File: src/hdl/bcd_pkg.sv
`timescale 1ns / 1ps
// ----------------------------------------------------------------------------
// bcd_pkg: shared constants and helpers for the button chord detector
// Field widths, event codes and helpers (lowest-pressed encoder, count, mask).
// ----------------------------------------------------------------------------
package bcd_pkg;

    localparam int NUM_BUTTONS = 6;

    localparam int LEVEL_W = 6;
    localparam int TIME_W  = 32;
    localparam int DELAY_W = 16;
    localparam int CODE_W  = 2;
    localparam int INDEX_W = 3;

    localparam int S_DATA_W = 40;
    localparam int M_DATA_W = 8;

    localparam logic [DELAY_W-1:0] SETTLE_DELAY_RESET = 16'd50;

    localparam logic [CODE_W-1:0] EV_NONE      = 2'd0;
    localparam logic [CODE_W-1:0] EV_BANK_DOWN = 2'd1;
    localparam logic [CODE_W-1:0] EV_BANK_UP   = 2'd2;
    localparam logic [CODE_W-1:0] EV_SINGLE    = 2'd3;

    // 1-based index of the lowest pressed button, 0 when none is pressed
    function automatic logic [INDEX_W-1:0] lowest_index(input logic [LEVEL_W-1:0] lv);
        logic [INDEX_W-1:0] idx;
        logic               found;
        idx   = '0;
        found = 1'b0;
        for (int i = 0; i < LEVEL_W; i++)
        begin
            if (i < NUM_BUTTONS && lv[i] && !found)
            begin
                idx   = INDEX_W'(i + 1);
                found = 1'b1;
            end
        end
        return idx;
    endfunction

    // number of pressed buttons within the active range
    function automatic logic [2:0] count_pressed(input logic [LEVEL_W-1:0] lv);
        logic [2:0] n;
        n = '0;
        for (int i = 0; i < LEVEL_W; i++)
        begin
            if (i < NUM_BUTTONS && lv[i])
                n = n + 3'd1;
        end
        return n;
    endfunction

    // drop levels of buttons beyond the active range
    function automatic logic [LEVEL_W-1:0] mask_levels(input logic [LEVEL_W-1:0] lv);
        logic [LEVEL_W-1:0] m;
        for (int i = 0; i < LEVEL_W; i++)
            m[i] = (i < NUM_BUTTONS) ? lv[i] : 1'b0;
        return m;
    endfunction

endpackage

File: src/hdl/button_chord_detector_unit.sv
`timescale 1ns / 1ps
// ----------------------------------------------------------------------------
// button_chord_detector_unit: pushbutton chord and single-press detector
// Settles button samples against a millisecond timestamp and reports
// bank-down, bank-up or single-press events, one result per sample.
// ----------------------------------------------------------------------------
// Usage:
//   s_*   : button samples. tdata[5:0] button_levels, tdata[37:6] now_ms.
//   m_*   : one result per sample. tdata[1:0] event_code,
//           tdata[4:2] pressed_index.
//   cfg_* : writes settle_delay_ms (cfg_data); write only while idle.
// Each transfer on s_* lands in an input register; the phase machine
// then resolves it and loads the result register once that register
// is free, raising m_tvalid. One sample per cycle is sustained while
// m_* does not stall; the phase update (one 32-bit time subtract and
// compare) is combinational.
// A stall on m_* holds the result register; the input register then
// holds its sample and s_tready drops once both are occupied.
// Reset puts the phase machine in idle, clears the timestamp mark and
// loads a settle delay of 50 ms; no results are pending after reset.
// ----------------------------------------------------------------------------
module button_chord_detector_unit
    import bcd_pkg::*;
(
    input  logic                 clk,
    input  logic                 rst_n,

    input  logic                 s_tvalid,
    output logic                 s_tready,
    input  logic [S_DATA_W-1:0]  s_tdata,   // [5:0] button_levels, [37:6] now_ms

    output logic                 m_tvalid,
    input  logic                 m_tready,
    output logic [M_DATA_W-1:0]  m_tdata,   // [1:0] event_code, [4:2] pressed_index

    input  logic                 cfg_valid,
    output logic                 cfg_ready,
    input  logic [DELAY_W-1:0]   cfg_data
);

    typedef enum logic [2:0] {
        PH_IDLE   = 3'd0,
        PH_SETTLE = 3'd1,
        PH_SINGLE = 3'd2,
        PH_PAIR   = 3'd3,
        PH_SPENT  = 3'd5
    } phase_t;

    phase_t              phase_reg, phase_next;
    logic [TIME_W-1:0]   mark_reg, mark_next;
    logic [DELAY_W-1:0]  delay_reg;

    logic                in_valid_reg;
    logic [LEVEL_W-1:0]  lv_reg;
    logic [TIME_W-1:0]   now_reg;

    logic                out_valid_reg;
    logic [CODE_W-1:0]   code_reg, code_next;
    logic [INDEX_W-1:0]  index_reg, index_next;

    logic                out_free;
    logic                take;
    logic [LEVEL_W-1:0]  lv;
    logic [2:0]          cnt;
    logic [TIME_W-1:0]   delta;
    logic                elapsed;

    assign out_free  = !out_valid_reg || m_tready;
    assign take      = in_valid_reg && out_free;
    assign s_tready  = !in_valid_reg || out_free;
    assign cfg_ready = 1'b1;

    assign m_tvalid = out_valid_reg;
    assign m_tdata  = {{(M_DATA_W - CODE_W - INDEX_W){1'b0}}, index_reg, code_reg};

    assign lv      = mask_levels(lv_reg);
    assign cnt     = count_pressed(lv);
    assign delta   = now_reg - mark_reg;
    assign elapsed = delta > {{(TIME_W - DELAY_W){1'b0}}, delay_reg};

    always_comb
    begin
        phase_next = phase_reg;
        mark_next  = mark_reg;
        code_next  = EV_NONE;
        index_next = '0;
        unique case (phase_reg)
            PH_IDLE:
            begin
                if (cnt != 3'd0)
                begin
                    phase_next = PH_SETTLE;
                    mark_next  = now_reg;
                end
            end
            PH_SETTLE:
            begin
                // a fresh mark restarts the settle delay for later samples
                if (elapsed && cnt == 3'd1)
                begin
                    phase_next = PH_SPENT;
                    mark_next  = now_reg;
                    code_next  = EV_SINGLE;
                    index_next = lowest_index(lv);
                end
                else if (elapsed && cnt == 3'd2)
                begin
                    mark_next = now_reg;
                    if (lv[0] && lv[1])
                    begin
                        phase_next = PH_SPENT;
                        code_next  = EV_BANK_DOWN;
                    end
                    else if (lv[1] && lv[2])
                    begin
                        phase_next = PH_SPENT;
                        code_next  = EV_BANK_UP;
                    end
                    else
                        phase_next = PH_PAIR;
                end
            end
            PH_SINGLE:
            begin
                phase_next = PH_SPENT;
                code_next  = EV_SINGLE;
                index_next = lowest_index(lv);
            end
            PH_PAIR:
            begin
                if (lv[0] && lv[1])
                begin
                    phase_next = PH_SPENT;
                    code_next  = EV_BANK_DOWN;
                end
                else if (lv[1] && lv[2])
                begin
                    phase_next = PH_SPENT;
                    code_next  = EV_BANK_UP;
                end
            end
            default:
            begin
                // spent: wait for full release after the delay
                if (elapsed && cnt == 3'd0)
                    phase_next = PH_IDLE;
            end
        endcase
    end

    always_ff @(posedge clk or negedge rst_n)
    begin
        if (!rst_n)
        begin
            phase_reg     <= PH_IDLE;
            mark_reg      <= '0;
            delay_reg     <= SETTLE_DELAY_RESET;
            in_valid_reg  <= 1'b0;
            out_valid_reg <= 1'b0;
        end
        else
        begin
            if (cfg_valid && cfg_ready)
                delay_reg <= cfg_data;

            if (s_tready)
                in_valid_reg <= s_tvalid;

            if (take)
            begin
                phase_reg <= phase_next;
                mark_reg  <= mark_next;
            end

            if (out_free)
                out_valid_reg <= in_valid_reg;
        end
    end

    // payload registers
    always_ff @(posedge clk)
    begin
        if (s_tready && s_tvalid)
        begin
            lv_reg  <= s_tdata[LEVEL_W-1:0];
            now_reg <= s_tdata[LEVEL_W +: TIME_W];
        end
        if (take)
        begin
            code_reg  <= code_next;
            index_reg <= index_next;
        end
    end

endmodule
File: config.mk
export PLATFORM = sky130hd
export DESIGN_NAME = button_chord_detector_unit
export DESIGN_NICKNAME = d
export VERILOG_FILES = /design/src/hdl/bcd_pkg.sv /design/src/hdl/button_chord_detector_unit.sv
export SDC_FILE = /design/constraint.sdc
export NUM_CORES = 1
export LEC_CHECK = 0
export BUFFER_PORTS_ARGS = -buffer_cell sky130_fd_sc_hd__buf_2
export CAP_MARGIN = 20
export CORE_AREA = 2 2 146 91
export DETAILED_ROUTE_END_ITERATION = 10
export DIE_AREA = 0 0 148 93
export PLACE_DENSITY = 0.73
export SLEW_MARGIN = 20
export SYNTH_ARGS = -nofsm -noshare
export SYNTH_HDL_FRONTEND = slang
export SYNTH_SLANG_ARGS = --single-unit
File: constraint.sdc
create_clock -name clk -period 4.2 [get_ports clk]
set_clock_uncertainty 0.15 [all_clocks]
set_input_delay 0.84 -clock clk [delete_from_list [all_inputs] [get_ports clk]]
set_output_delay 0.84 -clock clk [all_outputs]
set_load 0.05 [all_outputs]
==> results of run 1 <==
==> repair_timing <==
action | in CTS | in global routing
endpoints found under the setup margin | 40 | 40
endpoints found under the hold margin | 0 | 0
setup buffers | 4 | 7
cloned | 1 | 2
resized for setup | 16 | 28
pin swaps | 0 | 4
==> area by class of cell <==
| cell class | count | share of cell area |
|---|---|---|
| clock buffers | 10 | 0.0279 |
| clock inverters | 6 | 0.0111 |
| inverters | 63 | 0.0289 |
| multi-input cells | 478 | 0.465 |
| flip-flops and latches | 96 | 0.320 |
| well taps | 170 | 0.0260 |
| repair buffers | 140 | 0.121 |
==> worst min path at each step <==
stage / slack, ps / to / cells after the start / start
after CTS: 350 / mark_reg[2] / 1 / mark_reg[2]
final: 360 / m_tvalid / 1 / in_valid_reg
after global routing: 370 / m_tvalid / 1 / in_valid_reg
after global placement: 320 / mark_reg[0] / 1 / now_reg[0]
after detailed placement: 340 / mark_reg[2] / 1 / mark_reg[2]
after floorplan: 310 / m_tvalid / 1 / in_valid_reg
==> layer usage <==
layer | up-vias | GRT usage
li1 | 2623 | -
met1 | 2585 | 0.413
met2 | 154 | 0.338
met3 | 16 | 0.0444
met4 | 0 | 0.0556
met5 | - | 0
==> power by group <==
part | switching [mW] | internal (mW) | leakage (nW)
Sequential | 0.155 | 1.21 | 1.04
Combinational | 2.12 | 1.81 | 2.49
Clock | 0.368 | 0.528 | 0.158
Total | 2.64 | 3.55 | 3.69
==> placed cells by master, fill, tap and decap left out, types with 3 or more instances in the layout <==
cell       synthesis  final
nor3_1            14     13
buf_2             13     65
nand3_1           12     12
dfstp_2            3      3
o21ai_0           40     39
xor2_1            12      9
o211ai_1           8      8
inv_1             63     61
nand3b_1           3      3
mux2i_1            3      3
conb_1             2      4
ha_1              54     50
a21oi_2            1      8
dfrtp_1           50     50
nand4_1           17     17
ha_4               0      4
buf_6              3      5
a211oi_2           2      5
a21o_1             9      8
nand2b_1          12     11
inv_6              0      3
buf_4              4     64
o21ai_1            5      6
nor2_2             0      3
edfxtp_1          43     43
xnor2_1           16     15
xor2_2             0      3
a21oi_4            1      3
nor2_1            34     29
a21oi_1           50     41
mux2_4            29     30
o21a_1             9      8
clkbuf_16          0     11
nand2_1           63     62
o31ai_1            4      3
nor2b_1            7      6
nor4_1             3      3
a211o_1            4      4
==> cells in the mapped netlist (3+ instances only) <==
library cell	number	area share
dfstp_2	3	0.012
a211oi_1	4	0.0046
o21a_1	9	0.010
dfrtp_1	50	0.19
nand3b_1	3	0.0034
a211o_1	4	0.0054
buf_6	3	0.0052
o211ai_1	8	0.0092
a21o_1	9	0.010
ha_1	54	0.10
xor2_1	12	0.016
clkbuf_1	5	0.0029
mux2_4	29	0.067
inv_1	63	0.036
buf_2	13	0.0099
and2_1	3	0.0029
o31ai_1	4	0.0046
nor4_1	3	0.0029
nand4_1	17	0.016
edfxtp_1	43	0.20
xnor2_1	16	0.021
nor3_1	14	0.011
mux2i_1	3	0.0046
nor2_1	34	0.020
nand2b_1	12	0.011
or3_1	3	0.0029
nand3_1	12	0.0092
nand2_1	63	0.036
buf_4	4	0.0046
o21ai_1	5	0.0038
a21oi_1	50	0.038
nor2b_1	7	0.0067
o21ai_0	40	0.031
==> kinds of logic (layout without fill, tap and decap cells) <==
family	count (synthesis)	in the layout	synth area share
and+or+nand+nor	186	186	0.148
AOI/OAI and AO/OA	169	169	0.169
DFF	96	96	0.401
buffers and inverters	89	219	0.0595
adders and majority gates	55	55	0.106
muxes	36	36	0.0781
xor gates and xnor gates	28	28	0.0375
other	2	4	0.00115
==> stage by stage <==
step / std cells / TNS [ps] / util / power [mW] / hold slack [ps]
floorplan: 663 / 0 / - / 3.77 / 307
global placement: 935 / -12170 / 0.601 / 4.75 / 318
detailed placement: 935 / -15270 / 0.601 / 4.88 / 335
CTS: 956 / -15330 / 0.637 / 5.94 / 351
global route: 963 / -21990 / 0.656 / 6.63 / 367
finish: 963 / -14580 / 0.656 / 6.19 / 356
==> worst max-delay path: stages (launching register included) <==
cell and delay, ps:
dfrtp_1 390, buf_4 150, fa_2 390, nand2b_4 160, a21oi_4 220, nor2_4 70
nor2_2 130, nor2_2 60, xnor2_2 190, ha_4 280, nand4_1 110, or3_4 390
nor3_2 130, o221a_1 250, o2111ai_2 140, nor4_4 310, nand3_4 120, a21oi_4 190
buf_6 130, buf_6 110, buf_8 130, mux2_4 300
==> out/metrics.yaml, run 1 <==
yosysSeqAreaShare: 0.401
top_layer: "met4"
synthFlopType: "dfrtp_1"
place_ws_ps: -438
holdBufCountCts: 0
synthDistinctLibCells: 76
reg2reg_slack_ps: -420
worstSetupStartpoint: "mark_reg[1]"
grt_pass1_wl_um: 27300
violations: "setup timing"
period_needed_ps: 4620
slew_viol_final: 0
cts_tree: "yes"
cp-start-kind: "flop"
rsz0062_at_grt: "true"
cts_root_buf: "clkbuf_16"
grt_pass1_vias: 5312
irDropWorstVdd_uv: 346
final_cell_area_um2: 8200
setup_slack_ps: -424
die_area_um2: 13800
portBuffers: 65
seq_area_um2: 2620
syn_area_um2: 6540
viasPerCell: 5.58
met2_length_um: 6660
postPlaceCellArea_um2: 7500
worst_pin_slew_ps: 966
cts_buffers: 9
clkLatencyLatePin_ps: 350
vias: 5378
dieHeight_um: 93
track_usage: 0.252
synthesis.instances: 661
final_net_count: 904
critPathMaxFanout: 5
hpwlAfterDp_um: 12700
rr_endpoint: "mark_reg[31]"
cap_violations: 0
multi_input_area_um2: 3810
die_x_um: 148
wl_met3_um: 908
diodes: 0
detail_route.iter0.violations: 348
power_density_nw_per_um2: 755
p_leak_nw: 3.69
firstDrtPassIters: 5
rr_worst_depth: 21
finalWirelength_um: 17000
antenna_left: 0
setup_viol_count_final: 39
syn_area_per_cell_um2: 9.89
grt-ovfl-total: 0
ys_ff_latch: 96
antenna_found_initial: 0
met1_length_um: 9180
timing.fmax_mhz: 216
clkTransAtPathRegs_ps: 70
drcViolationCount: 0
fillCellCount: 1044
postSynth.asyncResetShare: 0.552
gp_congestion: 0.896
syn2layout_area_growth_pct: 25.3
wire_per_inst_um: 17.6
cp.required_ps: 4280
critPathCaptureType: "flop"
timing.final.crit_share: 1.10
start_util: 0.524
synth-warning-count: 0
hp-class: "reg -> reg"
relSlewSlack: 0.356
crit_path_end: "mark_reg[31]"
clockBufferDepth: 2
crit_type: "reg -> reg"
clkSinkCount: 96
hold_violations: 0
grt_max_degree: 39
h-tree-depth: 3
critPathArrivalTime_ps: 4700
status: "finished, violations left"
synth_edf_count: 43
core_um2: 12500
row_count: 32
r2r_start: "mark_reg[1]"
drive_above_1_share: 0.314
io_pins: 72
Note: power is estimated with default switching activity, not from simulation.
==> inputs of run 2 (changes only) <==
ABC_AREA = 1   (was default)
CORE_AREA = 2 2 148 92   (was 2 2 146 91)
CTS_BUF_LIST = sky130_fd_sc_hd__clkbuf_4 sky130_fd_sc_hd__clkbuf_8   (was default)
DIE_AREA = 0 0 150 94   (was 0 0 148 93)
PLACE_DENSITY = 0.75   (was 0.73)
==> run 2 against run 1 <==
  * The run now ends clean
  * Sequential power fell by 3%
  * Via count up 13%
  * First-iteration DRC count grew 38%
  * Sequential share of layout area grew 1.4 points
  * Critical path depth increased by 1
  * Clock power decreased by 33%
  * Worst setup slack better by 740 ps
  * Register-to-register slack better by 740 ps
  * Area after synthesis grew 6.9%
  * Critical path type unchanged
  * Synthesized cell count increased by 51%
  * Fmax up 19%
  * Power down 19%
  * Largest cell class unchanged
==> out/metrics.yaml, run 2 <==
relSlewSlack: 0.499
postPlaceCellArea_um2: 7460
timing.fmax_mhz: 258
timing.final.crit_share: 0.924
synth.area.top_cells: "nand2_1, edfxtp_1, dfrtp_1, inv_1, ha_1"
die_area_um2: 14100
cap_violations: 0
antenna_found_initial: 0
drive_above_1_share: 0.132
final_net_count: 1183
worst_pin_slew_ps: 751
synth_top_area_cell: "nand2_1"
critPathCaptureType: "flop"
synthFlopType: "dfrtp_1"
cts_resized: 0
clkSinkCount: 96
synth-warning-count: 0
clockBufferDepth: 2
grt-ovfl-total: 0
cp-start-kind: "flop"
clkTransAtPathRegs_ps: 100
grt_pass1_vias: 5260
period_needed_ps: 3880
status: "finished clean"
postSynth.asyncResetShare: 0.552
cts_tree: "yes"
detail_route.iter0.violations: 481
final_cell_mix: "nand2_1, inv_1, nand3_1"
wire_per_inst_um: 12.7
die_x_um: 150
h-tree-depth: 3
slew_viol_final: 0
setup_viol_count_final: 0
viasPerCell: 4.88
track_usage: 0.234
critPathMaxFanout: 30
cts_post_setup_buffers_inserted: 0
irDropWorstVdd_uv: 235
final_cell_area_um2: 7850
yosysMostFrequentCell: "nand2_1"
hp-class: "in -> async"
syn_area_per_cell_um2: 7.00
syn_area_um2: 6990
synth_edf_count: 43
synth_top_cells_by_count: "nand2_1, inv_1, nand3_1, nor2_1, ha_1"
vias: 6064
clkLatencyLatePin_ps: 380
grt_pass1_wl_um: 25900
cts_root_buf: "clkbuf_8"
whs_ps: 284
power_density_nw_per_um2: 642
portBuffers: 65
io_pins: 72
final_common_cell: "nand2_1"
dieHeight_um: 94
synthesis.instances: 999
synthDistinctLibCells: 37
hpwlAfterDp_um: 12300
yosysSeqAreaShare: 0.375
antenna_left: 0
firstDrtPassIters: 5
grt_max_degree: 35
finalWirelength_um: 15800
hold_violations: 0
drcViolationCount: 0
diodes: 0
path_cells: "inv_1 -> ha_1 -> inv_1 -> nand2_2 -> nand2_4 -> inv_1 -> ha_1 -> nand2_1 -> nand2_1 -> ha_1 -> nor2_1 -> a31oi_1 -> ha_1 -> nand2_1 -> xnor2_2 -> xor2_2 -> nor3b_2 -> nand3_2 -> nand2_4 -> buf_12 -> nand3_1 -> nand2_1"
gp_congestion: 0.933
slowest_stage: "edfxtp_1"
critPathArrivalTime_ps: 4050
crit_type: "reg -> reg"
ys_ff_latch: 96
syn2layout_area_growth_pct: 12.4
row_count: 32
cp.required_ps: 4370
core_um2: 12700
p_leak_nw: 4.38
start_util: 0.552
cts_buffers: 9
holdBufCountCts: 0
yosysTopAreaCellShare: 0.200
slowest_delay_ps: 470
rr_worst_depth: 22
## run 2: stage by stage
step | cells | util | worst slack [ps] | power [mW] | TNS [ps]
floorplan | 1001 | - | 709 | 3.55 | 0
global placement | 1225 | 0.590 | 294 | 4.14 | 0
detailed placement | 1225 | 0.590 | 181 | 4.20 | 0
CTS | 1241 | 0.605 | 180 | 4.82 | 0
global route | 1242 | 0.621 | -38.4 | 5.56 | -434
finish | 1242 | 0.621 | 321 | 5.04 | 0
## run 2: critical path: cells and delay by family (launching register included)
kind	cells	cell delay, ps
AO/OA/AOI/OAI	1	220
flip-flops	1	470
AND/OR/NAND/NOR	11	1170
adder cells (fa/ha/maj)	4	990
XOR/XNOR	2	350
buffers and inverters	4	440
## run 2: worst paths after layout
| path | startpoint | endpoint | slack (ps) |
|---|---|---|---|
| worst max-delay path | lv[1] | mark_reg[6] | 320 |
| worst min-delay path | rst_n | delay_reg[6] | 280 |
| max in group asynchronous | rst_n | delay_reg[5] | 2780 |
| worst min register to register | mark_reg[19] | mark_reg[19] | 330 |
| min in group clk | mark_reg[19] | mark_reg[19] | 330 |
| worst max register to register | lv[1] | mark_reg[6] | 320 |
## run 2: final cells by class
class / count / area [µm²]
clock buffers: 10 / 131
clock inverters: 6 / 57.6
fillers: 1223 / 4800
inverters: 204 / 771
multi-input cells: 686 / 3680
flip-flops and latches: 96 / 2620
well taps: 170 / 213
repair buffers: 70 / 383
## run 2: cell families after synthesis
family / after synthesis / share of synthesized area
DFF: 96 / 0.375
buffers and inverters: 220 / 0.125
muxes: 1 / 0.00161
xor gates and xnor gates: 21 / 0.0301
AOI/OAI and AO/OA: 62 / 0.0471
and+or+nand+nor: 542 / 0.320
adders and majority gates: 55 / 0.0995
other: 2 / 0.00107
## run 2: report_power, final
part           internal [mW]  switching, mW
Combinational           1.10           2.01
Sequential              1.20          0.130
Clock                  0.238          0.359
## run 2: per-layer routing
| layer | part of all wire | global-route usage | routed length [µm] | up-vias |
|---|---|---|---|---|
| met3 | 0.083 | 0.0447 | 1310 | 19 |
| met4 | 0.013 | 0.0487 | 205 | 0 |
| met2 | 0.35 | 0.297 | 5550 | 192 |
| li1 | - | - | - | 3186 |
| met1 | 0.55 | 0.396 | 8710 | 2667 |
| met5 | 0 | 0 | 0 | - |
